===== config.mk =====
export PLATFORM = sky130hd
export DESIGN_NAME = bright_blob_centroid_steering
export DESIGN_NICKNAME = d
export VERILOG_FILES = /design/src/hw/rtl/bbcs_pkg.sv /design/src/hw/rtl/bbcs_div.sv /design/src/hw/rtl/bbcs_ctrl.sv /design/src/hw/rtl/bright_blob_centroid_steering.sv
export SDC_FILE = /design/constraint.sdc
export NUM_CORES = 1
export LEC_CHECK = 0
export BUFFER_PORTS_ARGS = -buffer_cell sky130_fd_sc_hd__buf_2
export CAP_MARGIN = 20
export CORE_MARGIN = 3
export CORE_UTILIZATION = 30
export CTS_CLUSTER_DIAMETER = 200
export DETAILED_ROUTE_END_ITERATION = 8
export PLACE_DENSITY = 0.42
export SLEW_MARGIN = 10
export SYNTH_ARGS = -nofsm -noshare
export SYNTH_HDL_FRONTEND = slang
export SYNTH_SLANG_ARGS = --single-unit

===== constraint.sdc =====
create_clock -name clk -period 9.7 [get_ports clk]
set_input_delay 0.485 -clock clk [delete_from_list [all_inputs] [get_ports clk]]
set_output_delay 0.485 -clock clk [all_outputs]
set_load 0.02 [all_outputs]

===== src/hw/rtl/bbcs_pkg.sv =====
package bbcs_pkg;

  // Field and state widths
  localparam int COL_BITS   = 12;
  localparam int COUNT_BITS = 24;
  localparam int SUM_BITS   = COUNT_BITS + COL_BITS;
  localparam int PIX_W      = 8;
  localparam int COLUMN_W   = 12;
  localparam int FW_W       = 13;
  localparam int MIN_W      = 16;
  localparam int ANG_W      = 16;
  localparam int LIN_W      = 15;
  localparam int CENT_W     = 16;

  // Stream and config port widths
  localparam int IN_DATA_W  = 24;
  localparam int OUT_DATA_W = 48;
  localparam int CFG_IDX_W  = 2;
  localparam int CFG_DATA_W = 16;

  // Region geometry: W/3 and W/2 both fit in one bit less than W
  localparam int SIDE_W = FW_W - 1;
  localparam int HALF_W = SIDE_W - 1;
  localparam int MID_W  = FW_W - 1;
  localparam int HI_W   = FW_W + 4;
  localparam int STEER_W = 32;

  // Shared divider geometry
  localparam int DIV_Q_W    = 16;
  localparam int DIV_STEP_W = $clog2(DIV_Q_W);
  localparam int DIV_NUM_W  = (SUM_BITS + 4 > STEER_W) ? SUM_BITS + 4 : STEER_W;
  localparam int DIV_DEN_W  = (COUNT_BITS > DIV_Q_W) ? COUNT_BITS : DIV_Q_W;
  localparam int DIV_HI_W   = DIV_NUM_W - DIV_Q_W;
  localparam int DIV_CMP_W  = (DIV_HI_W > DIV_DEN_W) ? DIV_HI_W : DIV_DEN_W;

  // Command limits and constants
  localparam int CMD_MAX    = 16384;
  // ceil(2^16 / 3): W * SIDE_RECIP >> 16 gives W/3 for any 13-bit width
  localparam int SIDE_RECIP = 21846;

  // Register reset values
  localparam logic [FW_W-1:0]  FRAME_WIDTH_RST = FW_W'(640);
  localparam logic [PIX_W-1:0] MATCH_VALUE_RST = PIX_W'(255);
  localparam logic [MIN_W-1:0] MIN_PIXELS_RST  = MIN_W'(10);

  typedef enum logic [CFG_IDX_W-1:0] {
    CFG_FRAME_WIDTH = 2'd0,
    CFG_MATCH_VALUE = 2'd1,
    CFG_MIN_PIXELS  = 2'd2
  } cfg_idx_t;

  typedef enum logic [2:0] {
    ST_IDLE,
    ST_CENT,
    ST_GEOM,
    ST_ANG_GO,
    ST_ANG,
    ST_LIN,
    ST_EMIT
  } state_t;

  typedef struct packed {
    logic [FW_W-1:0]  frame_width;
    logic [PIX_W-1:0] match_value;
    logic [MIN_W-1:0] min_pixels;
  } cfg_t;

  typedef struct packed {
    logic                 start;
    logic [DIV_NUM_W-1:0] num;
    logic [DIV_DEN_W-1:0] den;
  } div_req_t;

  typedef struct packed {
    logic               done;
    logic [DIV_Q_W-1:0] q;
  } div_rsp_t;

  typedef struct packed {
    logic              valid;
    logic [ANG_W-1:0]  angular_rate;
    logic [LIN_W-1:0]  linear_speed;
    logic              target_seen;
    logic [CENT_W-1:0] centroid;
  } res_t;

endpackage


===== src/hw/rtl/bbcs_div.sv =====
// Restoring divider, one quotient bit per cycle.
// Quotient saturates to all ones when it would not fit in DIV_Q_W bits.
module bbcs_div
  import bbcs_pkg::*;
(
  input  logic     clk,
  input  logic     rst_n,
  input  div_req_t req,
  output div_rsp_t rsp
);

  logic                  busy_r, busy_nxt;
  logic                  done_r, done_nxt;
  logic                  ovf_r, ovf_nxt;
  logic [DIV_STEP_W-1:0] step_r, step_nxt;
  logic [DIV_DEN_W-1:0]  rem_r, rem_nxt;
  logic [DIV_DEN_W-1:0]  den_r, den_nxt;
  logic [DIV_Q_W-1:0]    quo_r, quo_nxt;

  logic [DIV_CMP_W-1:0]  hi_ext;
  logic [DIV_CMP_W-1:0]  den_ext;
  logic [DIV_DEN_W:0]    trial;
  logic [DIV_DEN_W:0]    diff;
  logic                  ge;

  // Upper numerator bits against divisor: overflow check and first remainder
  assign hi_ext  = DIV_CMP_W'(req.num[DIV_NUM_W-1:DIV_Q_W]);
  assign den_ext = DIV_CMP_W'(req.den);

  // One shift-and-subtract step
  assign trial = {rem_r, quo_r[DIV_Q_W-1]};
  assign diff  = trial - {1'b0, den_r};
  assign ge    = (trial >= {1'b0, den_r});

  always_comb begin
    busy_nxt = busy_r;
    done_nxt = 1'b0;
    ovf_nxt  = ovf_r;
    step_nxt = step_r;
    rem_nxt  = rem_r;
    den_nxt  = den_r;
    quo_nxt  = quo_r;
    if (req.start) begin
      busy_nxt = 1'b1;
      ovf_nxt  = (hi_ext >= den_ext);
      step_nxt = '0;
      rem_nxt  = hi_ext[DIV_DEN_W-1:0];
      den_nxt  = req.den;
      quo_nxt  = req.num[DIV_Q_W-1:0];
    end else if (busy_r) begin
      rem_nxt  = ge ? diff[DIV_DEN_W-1:0] : trial[DIV_DEN_W-1:0];
      quo_nxt  = {quo_r[DIV_Q_W-2:0], ge};
      step_nxt = step_r + 1'b1;
      if (step_r == DIV_STEP_W'(DIV_Q_W - 1)) begin
        busy_nxt = 1'b0;
        done_nxt = 1'b1;
      end
    end
  end

  always_ff @(posedge clk) begin
    if (!rst_n) begin
      busy_r <= 1'b0;
      done_r <= 1'b0;
      step_r <= '0;
    end else begin
      busy_r <= busy_nxt;
      done_r <= done_nxt;
      step_r <= step_nxt;
    end
  end

  always_ff @(posedge clk) begin
    ovf_r <= ovf_nxt;
    rem_r <= rem_nxt;
    den_r <= den_nxt;
    quo_r <= quo_nxt;
  end

  assign rsp.done = done_r;
  assign rsp.q    = ovf_r ? {DIV_Q_W{1'b1}} : quo_r;

endmodule


===== src/hw/rtl/bbcs_ctrl.sv =====
// Match accumulators and the frame-end sequencer driving the shared divider.
module bbcs_ctrl
  import bbcs_pkg::*;
(
  input  logic                clk,
  input  logic                rst_n,
  input  cfg_t                cfg,
  input  logic                pix_valid,
  output logic                pix_ready,
  input  logic [PIX_W-1:0]    pixel_value,
  input  logic [COLUMN_W-1:0] column,
  input  logic                last_of_frame,
  output div_req_t            div_req,
  input  div_rsp_t            div_rsp,
  input  logic                slot_free,
  output res_t                res
);

  localparam logic [COUNT_BITS-1:0] CNT_MAX = {COUNT_BITS{1'b1}};

  state_t state_r, state_nxt;

  logic [COUNT_BITS-1:0] count_r, count_nxt;
  logic [SUM_BITS-1:0]   sum_r, sum_nxt;
  logic [CENT_W-1:0]     c_r, c_nxt;
  logic [SIDE_W-1:0]     side_r, side_nxt;
  logic [SIDE_W-1:0]     side1_r, side1_nxt;
  logic [HALF_W-1:0]     half1_r, half1_nxt;
  logic [CENT_W-1:0]     d_r, d_nxt;
  logic                  outer_r, outer_nxt;
  logic                  neg_r, neg_nxt;
  logic                  seen_r, seen_nxt;
  logic [LIN_W-1:0]      mag_r, mag_nxt;
  logic [LIN_W-1:0]      lin_r, lin_nxt;
  logic                  res_valid;

  logic                  hit;
  logic [COUNT_BITS-1:0] cnt_new;
  logic [SUM_BITS-1:0]   sum_new;
  logic                  seen_new;

  logic [FW_W+15:0]      side_prod;
  logic [SIDE_W-1:0]     side_q;
  logic [HALF_W-1:0]     half;
  logic [MID_W-1:0]      mid;
  logic [CENT_W-1:0]     lo;
  logic [CENT_W-1:0]     m16;
  logic [HI_W-1:0]       hi;
  logic [HI_W-1:0]       c_ext;
  logic                  below, above;

  logic [STEER_W-1:0]    ang_num, ang_den;
  logic [STEER_W-1:0]    pos, t3, lin_num;
  logic [LIN_W-1:0]      q_sat;
  logic [ANG_W-1:0]      mag_ext;

  // Match accumulation
  assign hit      = (pixel_value == cfg.match_value) && (count_r != CNT_MAX);
  assign cnt_new  = hit ? count_r + 1'b1 : count_r;
  assign sum_new  = hit ? sum_r + SUM_BITS'(COL_BITS'(column)) : sum_r;
  assign seen_new = (STEER_W'(cnt_new) > STEER_W'(cfg.min_pixels));

  // W/3 by reciprocal multiply
  assign side_prod = (FW_W+16)'(cfg.frame_width) * (FW_W+16)'(SIDE_RECIP);
  assign side_q    = side_prod[16 +: SIDE_W];

  // Region bounds from W/3 and W/2
  assign half  = side_r[SIDE_W-1:1];
  assign mid   = cfg.frame_width[FW_W-1:1];
  assign lo    = {side_r, 4'b0000};
  assign m16   = {mid, 4'b0000};
  assign hi    = {cfg.frame_width - FW_W'(side_r), 4'b0000};
  assign c_ext = HI_W'(c_r);
  assign below = (c_r < lo);
  assign above = (c_ext > hi);

  // Turn-rate division operands, rounded: (2n + den) / (2 den)
  always_comb begin
    if (outer_r) begin
      ang_num = (STEER_W'(side1_r) << 15) + (STEER_W'(d_r) << 13)
              + (STEER_W'(side1_r) << 2) + STEER_W'(side1_r);
      ang_den = (STEER_W'(side1_r) << 3) + (STEER_W'(side1_r) << 1);
    end else begin
      ang_num = (STEER_W'(d_r) << 11) + (STEER_W'(half1_r) << 2) + STEER_W'(half1_r);
      ang_den = (STEER_W'(half1_r) << 3) + (STEER_W'(half1_r) << 1);
    end
  end

  // Forward-speed operands in the middle band
  assign pos     = STEER_W'(half1_r) << 16;
  assign t3      = (STEER_W'(d_r) << 11) + (STEER_W'(d_r) << 10);
  assign lin_num = ((pos - t3) << 1) + (STEER_W'(half1_r) << 2) + STEER_W'(half1_r);

  // Command saturation
  assign q_sat = (div_rsp.q > DIV_Q_W'(CMD_MAX)) ? LIN_W'(CMD_MAX) : div_rsp.q[LIN_W-1:0];

  // Sequencer
  always_comb begin
    state_nxt   = state_r;
    count_nxt   = count_r;
    sum_nxt     = sum_r;
    c_nxt       = c_r;
    side_nxt    = side_r;
    side1_nxt   = side1_r;
    half1_nxt   = half1_r;
    d_nxt       = d_r;
    outer_nxt   = outer_r;
    neg_nxt     = neg_r;
    seen_nxt    = seen_r;
    mag_nxt     = mag_r;
    lin_nxt     = lin_r;
    div_req     = '0;
    pix_ready   = 1'b0;
    res_valid   = 1'b0;

    unique case (state_r)
      ST_IDLE: begin
        pix_ready = 1'b1;
        if (pix_valid) begin
          count_nxt = cnt_new;
          sum_nxt   = sum_new;
          if (last_of_frame) begin
            count_nxt = '0;
            sum_nxt   = '0;
            seen_nxt  = seen_new;
            if (seen_new) begin
              div_req.start = 1'b1;
              div_req.num   = DIV_NUM_W'({sum_new, 4'b0000});
              div_req.den   = DIV_DEN_W'(cnt_new);
              state_nxt     = ST_CENT;
            end else begin
              c_nxt     = '0;
              mag_nxt   = '0;
              lin_nxt   = '0;
              neg_nxt   = 1'b0;
              state_nxt = ST_EMIT;
            end
          end
        end
      end
      ST_CENT: begin
        if (div_rsp.done) begin
          c_nxt     = div_rsp.q;
          side_nxt  = side_q;
          state_nxt = ST_GEOM;
        end
      end
      ST_GEOM: begin
        side1_nxt = (side_r == '0) ? SIDE_W'(1) : side_r;
        half1_nxt = (half == '0) ? HALF_W'(1) : half;
        outer_nxt = below || above;
        if (below) begin
          d_nxt   = lo - c_r;
          neg_nxt = 1'b0;
        end else if (above) begin
          d_nxt   = CENT_W'(c_ext - hi);
          neg_nxt = 1'b1;
        end else begin
          neg_nxt = (c_r > m16);
          d_nxt   = (c_r > m16) ? c_r - m16 : m16 - c_r;
        end
        if (!below && !above && (c_r == m16)) begin
          mag_nxt   = '0;
          lin_nxt   = LIN_W'(CMD_MAX);
          neg_nxt   = 1'b0;
          state_nxt = ST_EMIT;
        end else begin
          state_nxt = ST_ANG_GO;
        end
      end
      ST_ANG_GO: begin
        div_req.start = 1'b1;
        div_req.num   = DIV_NUM_W'(ang_num);
        div_req.den   = DIV_DEN_W'(ang_den);
        state_nxt     = ST_ANG;
      end
      ST_ANG: begin
        if (div_rsp.done) begin
          mag_nxt = q_sat;
          lin_nxt = '0;
          if (outer_r || (t3 >= pos)) begin
            state_nxt = ST_EMIT;
          end else begin
            div_req.start = 1'b1;
            div_req.num   = DIV_NUM_W'(lin_num);
            div_req.den   = DIV_DEN_W'(ang_den);
            state_nxt     = ST_LIN;
          end
        end
      end
      ST_LIN: begin
        if (div_rsp.done) begin
          lin_nxt   = q_sat;
          state_nxt = ST_EMIT;
        end
      end
      ST_EMIT: begin
        res_valid = 1'b1;
        if (slot_free) begin
          state_nxt = ST_IDLE;
        end
      end
      default: begin
        state_nxt = ST_IDLE;
      end
    endcase
  end

  always_ff @(posedge clk) begin
    if (!rst_n) begin
      state_r <= ST_IDLE;
      count_r <= '0;
      sum_r   <= '0;
    end else begin
      state_r <= state_nxt;
      count_r <= count_nxt;
      sum_r   <= sum_nxt;
    end
  end

  always_ff @(posedge clk) begin
    c_r     <= c_nxt;
    side_r  <= side_nxt;
    side1_r <= side1_nxt;
    half1_r <= half1_nxt;
    d_r     <= d_nxt;
    outer_r <= outer_nxt;
    neg_r   <= neg_nxt;
    seen_r  <= seen_nxt;
    mag_r   <= mag_nxt;
    lin_r   <= lin_nxt;
  end

  // Sign goes on after rounding
  assign mag_ext          = ANG_W'(mag_r);
  assign res.valid        = res_valid;
  assign res.angular_rate = neg_r ? ANG_W'(0) - mag_ext : mag_ext;
  assign res.linear_speed = lin_r;
  assign res.target_seen  = seen_r;
  assign res.centroid     = c_r;

endmodule


===== src/hw/rtl/bright_blob_centroid_steering.sv =====
// Bright-blob centroid steering.
// in_*  : one pixel request per beat; tdata = pixel_value[7:0], column[19:8];
//         tlast marks the final pixel of the frame.
// out_* : one steering command per frame; tdata = angular_rate[15:0],
//         linear_speed[30:16], centroid[46:31]; tuser = target_seen.
// cfg_* : register writes (0 frame_width, 1 match_value, 2 min_pixels),
//         always ready; only to be written while the block is idle.
// Throughput: a non-final pixel is taken every cycle while the sequencer is
// idle. The final pixel starts a run on the shared 16-step divider: centroid,
// geometry (W/3 by reciprocal multiply), turn rate and, in the middle band,
// forward speed, then the hand-over; in_tready is low meanwhile. The outer
// bands skip forward speed, dead centre skips the turn rate too, and an unseen
// target goes straight to the hand-over. A stalled receiver holds the command;
// pixels of the next frame are still taken, and its command waits in the
// sequencer, with in_tready low, until the register frees.
// Reset restores the register defaults (640, 255, 10) and clears counters.
module bright_blob_centroid_steering
  import bbcs_pkg::*;
(
  input  logic                  clk,
  input  logic                  rst_n,
  input  logic                  in_tvalid,
  output logic                  in_tready,
  input  logic [IN_DATA_W-1:0]  in_tdata,   // pixel_value[7:0], column[19:8]
  input  logic                  in_tlast,
  output logic                  out_tvalid,
  input  logic                  out_tready,
  output logic [OUT_DATA_W-1:0] out_tdata,  // angular_rate, linear_speed, centroid
  output logic                  out_tuser,  // target_seen
  input  logic                  cfg_valid,
  output logic                  cfg_ready,
  input  logic [CFG_IDX_W-1:0]  cfg_index,
  input  logic [CFG_DATA_W-1:0] cfg_data
);

  cfg_t     cfg_r, cfg_nxt;
  div_req_t div_req;
  div_rsp_t div_rsp;
  res_t     res;
  logic     slot_free;

  logic                  out_valid_r, out_valid_nxt;
  logic [OUT_DATA_W-1:0] out_data_r, out_data_nxt;
  logic                  out_user_r, out_user_nxt;

  // Configuration registers
  assign cfg_ready = 1'b1;

  always_comb begin
    cfg_nxt = cfg_r;
    if (cfg_valid) begin
      unique case (cfg_idx_t'(cfg_index))
        CFG_FRAME_WIDTH: cfg_nxt.frame_width = cfg_data[FW_W-1:0];
        CFG_MATCH_VALUE: cfg_nxt.match_value = cfg_data[PIX_W-1:0];
        CFG_MIN_PIXELS:  cfg_nxt.min_pixels  = cfg_data[MIN_W-1:0];
        default:         cfg_nxt = cfg_r;
      endcase
    end
  end

  always_ff @(posedge clk) begin
    if (!rst_n) begin
      cfg_r.frame_width <= FRAME_WIDTH_RST;
      cfg_r.match_value <= MATCH_VALUE_RST;
      cfg_r.min_pixels  <= MIN_PIXELS_RST;
    end else begin
      cfg_r <= cfg_nxt;
    end
  end

  bbcs_ctrl u_ctrl (
    .clk           (clk),
    .rst_n         (rst_n),
    .cfg           (cfg_r),
    .pix_valid     (in_tvalid),
    .pix_ready     (in_tready),
    .pixel_value   (in_tdata[PIX_W-1:0]),
    .column        (in_tdata[PIX_W+COLUMN_W-1:PIX_W]),
    .last_of_frame (in_tlast),
    .div_req       (div_req),
    .div_rsp       (div_rsp),
    .slot_free     (slot_free),
    .res           (res)
  );

  bbcs_div u_div (
    .clk   (clk),
    .rst_n (rst_n),
    .req   (div_req),
    .rsp   (div_rsp)
  );

  // Output register
  assign slot_free = !out_valid_r || out_tready;

  always_comb begin
    out_valid_nxt = out_valid_r;
    out_data_nxt  = out_data_r;
    out_user_nxt  = out_user_r;
    if (out_valid_r && out_tready) begin
      out_valid_nxt = 1'b0;
    end
    if (res.valid && slot_free) begin
      out_valid_nxt = 1'b1;
      out_data_nxt  = {1'b0, res.centroid, res.linear_speed, res.angular_rate};
      out_user_nxt  = res.target_seen;
    end
  end

  always_ff @(posedge clk) begin
    if (!rst_n) begin
      out_valid_r <= 1'b0;
    end else begin
      out_valid_r <= out_valid_nxt;
    end
  end

  always_ff @(posedge clk) begin
    out_data_r <= out_data_nxt;
    out_user_r <= out_user_nxt;
  end

  assign out_tvalid = out_valid_r;
  assign out_tdata  = out_data_r;
  assign out_tuser  = out_user_r;

endmodule

==> After elaboration in Yosys (flattened, before gate mapping) <==
Index checks and enable logic that the tools add are counted.
{ "totals": {"register_bits": 320, "inputBits": 48, "out_inout_bits": 52, "elab_cells": 175} }
{ "op_classes": {"addsub": 21, "multipliers": 1, "magnitude_cmp": 8, "n_eq_ne": 20, "mux": 62, "n_bitwise": 2, "n_reduce_logical": 34} }
{ "ops": {"columns": ["cell", "n"], "rows": [
  ["2-to-1 mux 65 bit", 5],
  ["case mux 65 bit (3 select lines)", 1],
  ["2-to-1 mux 16 bit", 11],
  ["2-to-1 mux 15 bit", 9],
  ["2-to-1 mux 24 bit", 5],
  ["2-to-1 mux 36 bit", 2],
  ["adder 32 x 11 -> 32 bit", 2],
  ["subtractor 16 bit", 4],
  ["case mux 15 bit (4 select lines)", 1],
  ["case mux 15 bit (3 select lines)", 1],
  ["adder 36 x 12 -> 36 bit", 1],
  ["adder 32 x 12 -> 32 bit", 1],
  ["adder 32 x 13 -> 32 bit", 1],
  ["adder 32 x 14 -> 32 bit", 1],
  ["greater-or-equal comparator 32 x 27 -> 1 bit", 1],
  ["2-to-1 mux 32 bit", 1],
  ["case mux 16 bit (2 select lines)", 1],
  ["subtractor 27 x 31 -> 31 bit", 1],
  ["adder 27 x 29 -> 30 bit", 1],
  ["adder 27 x 13 -> 28 bit", 1],
  ["adder 27 x 26 -> 28 bit", 1],
  ["multiplier 13 x 14 -> 27 bit (second input constant)", 1],
  ["greater-or-equal comparator 25 x 24 -> 1 bit", 1],
  ["adder 24 x 1 -> 24 bit (second input constant)", 1],
  ["other kinds (47)", 93]
]} }

==> Depth between registers and ports, before layout <==
{ "logic_depth": {"ltp_word": 9, "ltp_mapped": 34, "mapped_depth_nobuf": 32} }

==> Cells and area by module <==
A second synthesis with hierarchy kept.
{ "hier_totals": {"cells_unflattened": 2965, "area_unflattened_um2": 26962.1} }
{ "by_module_without_submodules": {"columns": ["module", "instances", "cells_each", "area_each_um2", "seq_area_each_um2"], "rows": [
  ["bbcs_ctrl", 1, 2263, 19014.5, 4264.1],
  ["bbcs_div", 1, 491, 4933.5, 2072.0],
  ["bright_blob_centroid_steering", 1, 211, 3014.1, 2202.1]
]} }

==> Worst setup path before layout <==
No wires, ideal clock.
{ "synth_timing": {"kind": "register to register", "from": "register u_ctrl.count_r[3]", "to": "register u_ctrl.c_r[0] (enable)", "setup_time_ns": 0.478, "t_arrival_ns": 6.442, "required_time_ns": 9.222, "setup_slack_ns": 2.780, "path_stages_with_launch": 19, "path_buffers": 3, "synth_period_minus_slack_ns": 6.920, "path_cell_list": "dfxtp_1 buf_2 and4_1 and4_1 clkbuf_1 and4_1 or2_1 clkbuf_1 or4_1 xnor2_1 ha_1 a21o_1 a21oi_1 o21ai_0 a2111oi_0 o211a_1 nand2_1 o21a_1 a2111oi_0"} }
{ "synth_between": {"elab_chain_len": 6, "word_cells_on_any_way": 7, "cone_classes": "add/sub (1); order compare (1); eq/ne (2); mux (1); reduce/logical (2)"} }
{ "synth_lines": {"columns": ["element", "line_no", "text"], "rows": [
  ["from (decl)", "bbcs_ctrl.sv:23", "logic [COUNT_BITS-1:0] count_r, count_nxt;"],
  ["from (signal assigned)", "bbcs_ctrl.sv:216", "count_r <= count_nxt;"],
  ["branches (longest 2 deep; another with adder 24 x 1 -> 24 bit)", null, null],
  ["2-to-1 mux 24 bit (*)", "bbcs_ctrl.sv:59", "assign cnt_new = hit ? count_r + 1'b1 : count_r;"],
  ["> comparator 24 x 16 -> 1 bit (*)", "bbcs_ctrl.sv:61", "assign seen_new = (STEER_W'(cnt_new) > STEER_W'(cfg.min_pixels));"],
  ["named net u_ctrl.seen_new", "bbcs_ctrl.sv:40", "logic seen_new;"],
  ["!= test 2 bit (no line) (*)", null, null],
  ["AND reduction 5 bit (no line) (*)", null, null],
  ["to (signal assigned)", "bbcs_ctrl.sv:222", "c_r <= c_nxt;"],
  ["to (decl)", "bbcs_ctrl.sv:25", "logic [CENT_W-1:0] c_r, c_nxt;"]
]} }
Mark *: on every way through the listed nets, which the timed path passes.
A chain may end at the register's enable or synchronous reset.

==> Worst setup path in the final report <==
{ "layout_timing": {"from": "register u_ctrl.d_r[1]", "to": "register u_div.ovf_r (data pin)"} }
{ "layout_between": {"elab_chain_len": 8, "word_cells_on_any_way": 16, "cone_classes": "add/sub (9); order compare (2); mux (4); reduce/logical (1)"} }
{ "layout_lines": {"columns": ["element", "line_no", "text"], "rows": [
  ["from (decl)", "bbcs_ctrl.sv:29", "logic [CENT_W-1:0] d_r, d_nxt;"],
  ["from (signal assigned)", "bbcs_ctrl.sv:226", "d_r <= d_nxt;"],
  ["adder 27 x 26 -> 28 bit", "bbcs_ctrl.sv:91", "assign t3 = (STEER_W'(d_r) << 11) + (STEER_W'(d_r) << 10);"],
  ["subtractor 27 x 31 -> 31 bit", "bbcs_ctrl.sv:92", "assign lin_num = ((pos - t3) << 1) + (STEER_W'(half1_r) << 2) + STEER_W'(half1_r);"],
  ["adder 32 x 13 -> 32 bit", "bbcs_ctrl.sv:92", null],
  ["adder 32 x 11 -> 32 bit", "bbcs_ctrl.sv:92", null],
  ["2-to-1 mux 65 bit", "bbcs_ctrl.sv:181", "if (outer_r || (t3 >= pos)) begin"],
  ["2-to-1 mux 65 bit", "bbcs_ctrl.sv:178", "if (div_rsp.done) begin"],
  ["case mux 65 bit (3 select lines) (*)", "bbcs_ctrl.sv:116", "unique case (state_r)"],
  ["greater-or-equal comparator 24 bit (*)", "bbcs_div.sv:45", "ovf_nxt = (hi_ext >= den_ext);"],
  ["to (signal assigned)", "bbcs_div.sv:74", "ovf_r <= ovf_nxt;"],
  ["to (decl)", "bbcs_div.sv:14", "logic ovf_r, ovf_nxt;"]
]} }
Mark *: on every way between the ends. The rest lies on a longest branch, timed or not.

==> summary.txt <==
Multiplexer share of the synthesized area -> 0.888%
Number of global-route vias before repair -> 22639
GRT Resource Usage Total -> 19.4%
Syn Std Cell Area -> 27200 sq um
Core Util, Final -> 34.0%
Top_reg_cell synth -> edfxtp_1
Total gr overflow -> 0
Max Fclk -> 0.127 GHz
Max-slew headroom -> 28.2%
Number of enable flip-flop cells after synthesis -> 213
Layout cells sized above 1 -> 7.50%
RSZ-0062 raised after global routing -> false
Cell taking the most area after synthesis -> edfxtp_1
Synth cell types -> 92
Peak VDD IR -> 0.109 mV
CTS tree -> built
Port buffer count -> 93
Drt via density -> 5.28
Area growth from synthesis to layout -> 11.4%
Final Skew -> 31.5 ps
Total I/O pin count -> 100
Clock latency on the worst-skew pair -> 580 ps
Routed Antenna Nets -> 0
Initial DRC count -> 1615
DR vias -> 22999
Fill count -> 9215
Commonest cells post-synth -> ha_1 (285), nand2_1 (284), inv_1 (261), nor2_1 (254), edfxtp_1 (213)
Setup violations, final -> 0
Initial DRT Pass Iterations -> 5
Power per standard cell area -> 223 nW/um^2
Cts repair resizes -> 0
Most frequent CP cell -> a21o_1
Max-Cap Viols -> 0
Post-route setup TNS -> 0 ps
Actual slew at the worst max-slew pin -> 1080 ps
Setup Fix Bufs, Post-CTS -> 0
Die width -> 307 um
Area share of the leading cell type in the synthesized netlist -> 23.5%
Syn_nets -> 3496
Worst min path class -> input pin to register
Async set-reset flop share out of synthesis -> 0%
Die Ht -> 307 um
Largest family of logic cells by synthesized area -> compound AO/OA/AOI/OAI gates
Combinational Power Share -> 48.8%
FP Rows -> 109
Cell-internal power -> 3.85 mW
Synth Area in Adders -> 17.2%
Simple-Gate Fraction of Synth Area -> 18.5%
CP max-delay cell -> edfxtp_1
WL/cell -> 21.2 um
Clock sink total -> 320
Initial antenna violation count -> 3
Syn_area_per_cell -> 8.75 sq um
Clk buf depth -> 3
Initial core utilization -> 30.5%
Register bit total from synthesis -> 320
Register area share after synthesis -> 31.4%
Worst path max stage delay -> 650 ps
Core area -> 89100 sq um
Min Tclk post-route -> 7900 ps
Hold Fails Final Rpt -> 0
Clock root buffer -> clkbuf_16
Hpwl dp -> 73.4 mm
# DRC -> 0
First-pass GRT wire length -> 141 mm
H-tree depth -> 2
Net Switching -> 2.91 mW
Crit end category -> register
Outcome -> finished clean
Setup CP Type -> register to register
Max Slew Vio Count -> 0
Ys Warns -> 0
Hold slack -> 184 ps
Clock power frac -> 22.6%
Pleak -> 12.6 nW
Most common cell in the synthesized netlist -> ha_1
Largest net degree at the start of global routing -> 70
Worst-path clk slew -> 60 ps
Switching part of the total -> 43.0%
CTS Hold Bufs -> 0
Die Area -> 94300 sq um
Reg power frac -> 28.6%
Critical Path AT -> 8230 ps
Post-synthesis compound-gate area fraction -> 18.5%
Num CTS Buffers -> 40
Xor and xnor fraction of the mapped netlist area -> 8.11%
GP Congestion -> 0.905
Nets@finish -> 3547
Fin crit share -> 81.4%
CP startpoint kind -> register
CP Max Fanout -> 11
Synth top area cells -> edfxtp_1 (24%), ha_1 (13%), dfxtp_1 (7.9%)
Synth Instances -> 3107
CP required -> 10030 ps
WL final -> 92.4 mm
==> final cells by class <==
class | count | area (sq um) | area share (%)
multi-input cells | 2406 | 17200 | 57.0
flip-flops and latches | 320 | 8540 | 28.2
well taps | 1165 | 1460 | 4.81
clock buffers | 57 | 1110 | 3.68
inverters | 262 | 983 | 3.25
repair buffers | 128 | 729 | 2.41
clock inverters | 15 | 204 | 0.674
diodes | 2 | 5.00 | 0.0165
==> worst paths after layout <==
check | startpoint | to | slack, ps | cells past startpoint
max | u_ctrl.d_r[1] | u_div.ovf_r | 1800 | 30
max reg2reg | u_ctrl.d_r[1] | u_div.ovf_r | 1800 | 30
min | cfg_data[2] | cfg_r[18] | 180 | 3
min reg2reg | u_ctrl.seen_r | out_tuser | 420 | 0
==> metrics by stage <==
step	cell area (sq um)	power (mW)	worst slack, ps	cells
after floorplan	27200	4.22	2780	3107
after global placement	28900	5.20	1720	4279
after detailed placement	28900	5.22	1700	4280
after CTS	30300	6.79	1690	4352
after global routing	30300	7.25	1010	4353
final	30300	6.76	1800	4355
==> cells in the final DEF, fill, tap and decap left out, types with 10 or more instances in the layout <==
master     netlist  routed
ha_1           285     285
nand2_1        284     284
inv_1          261     261
nor2_1         254     252
edfxtp_1       213     213
a21oi_1        174     172
o21ai_0        159     159
xnor2_1        149     149
dfxtp_1        107     107
xor2_1          99      99
buf_2            6      93
nand3_1         85      85
a21o_1          70      70
nor3_1          65      65
a21boi_0        59      59
nor2b_1         58      57
fa_1            56      56
and2_1          41      41
clkbuf_16        0      40
a22oi_1         37      37
nand2b_1        36      36
nor4_1          34      34
o21a_1          34      34
buf_4            2      33
nand4_1         32      32
o211ai_1        32      32
and3_1          30      30
or3_1           30      29
a211oi_1        25      24
a31oi_1         20      20
or2_2           19      19
o22ai_1         15      15
o31ai_1         15      15
mux2i_1         14      14
and4_1          12      12
clkbuf_1       105      12
a221oi_1        10      10
o21bai_1        10      10
==> critical path, delay by kind of cell (launching register included) <==
kind	cells	cell delay, ps
adder cells (fa/ha/maj)	3	1210
XOR/XNOR	1	130
AO/OA/AOI/OAI	15	3130
flip-flops	1	650
AND/OR/NAND/NOR	10	2330
buffers and inverters	1	220
==> metal layers <==
layer	wire length (um)	up-vias	track usage, %
met2	42500	493	32.1
met3	3110	114	1.76
met5	13	-	0
met4	2790	2	5.79
met1	44000	11186	27.0
li1	-	11204	-
==> sequential cells by signal, indices dropped and copies added, names as in the netlist, 4 cells and up <==
signal          count
out_tdata          47
cfg_r              37
u_ctrl.sum_r       36
u_ctrl.count_r     24
u_div.den_r        24
u_div.rem_r        24
u_ctrl.c_r         16
u_ctrl.d_r         16
u_div.quo_r        16
u_ctrl.lin_r       15
u_ctrl.mag_r       15
u_ctrl.side1_r     12
u_ctrl.side_r      12
u_ctrl.half1_r     11
u_div.step_r        4
==> power by group through the flow <==
stage	combinational, mW	sequential (mW)	clock, mW
after floorplan	2.37	1.86	0
after global placement	3.24	1.96	0
after detailed placement	3.26	1.96	0
after CTS	3.29	1.93	1.57
after global routing	3.67	1.95	1.63
final	3.30	1.94	1.53
==> cells by family (layout without fill, tap and decap cells) <==
| logic type | count (synthesis) | after routing |
|---|---|---|
| AOI/OAI and AO/OA | 762 | 762 |
| and+or+nand+nor | 1028 | 1028 |
| DFF | 320 | 320 |
| adders and majority gates | 341 | 341 |
| other | 2 | 4 |
| xor gates and xnor gates | 250 | 250 |
| buffers and inverters | 381 | 462 |
| muxes | 23 | 23 |
Note: power is estimated with default switching activity, not from simulation.
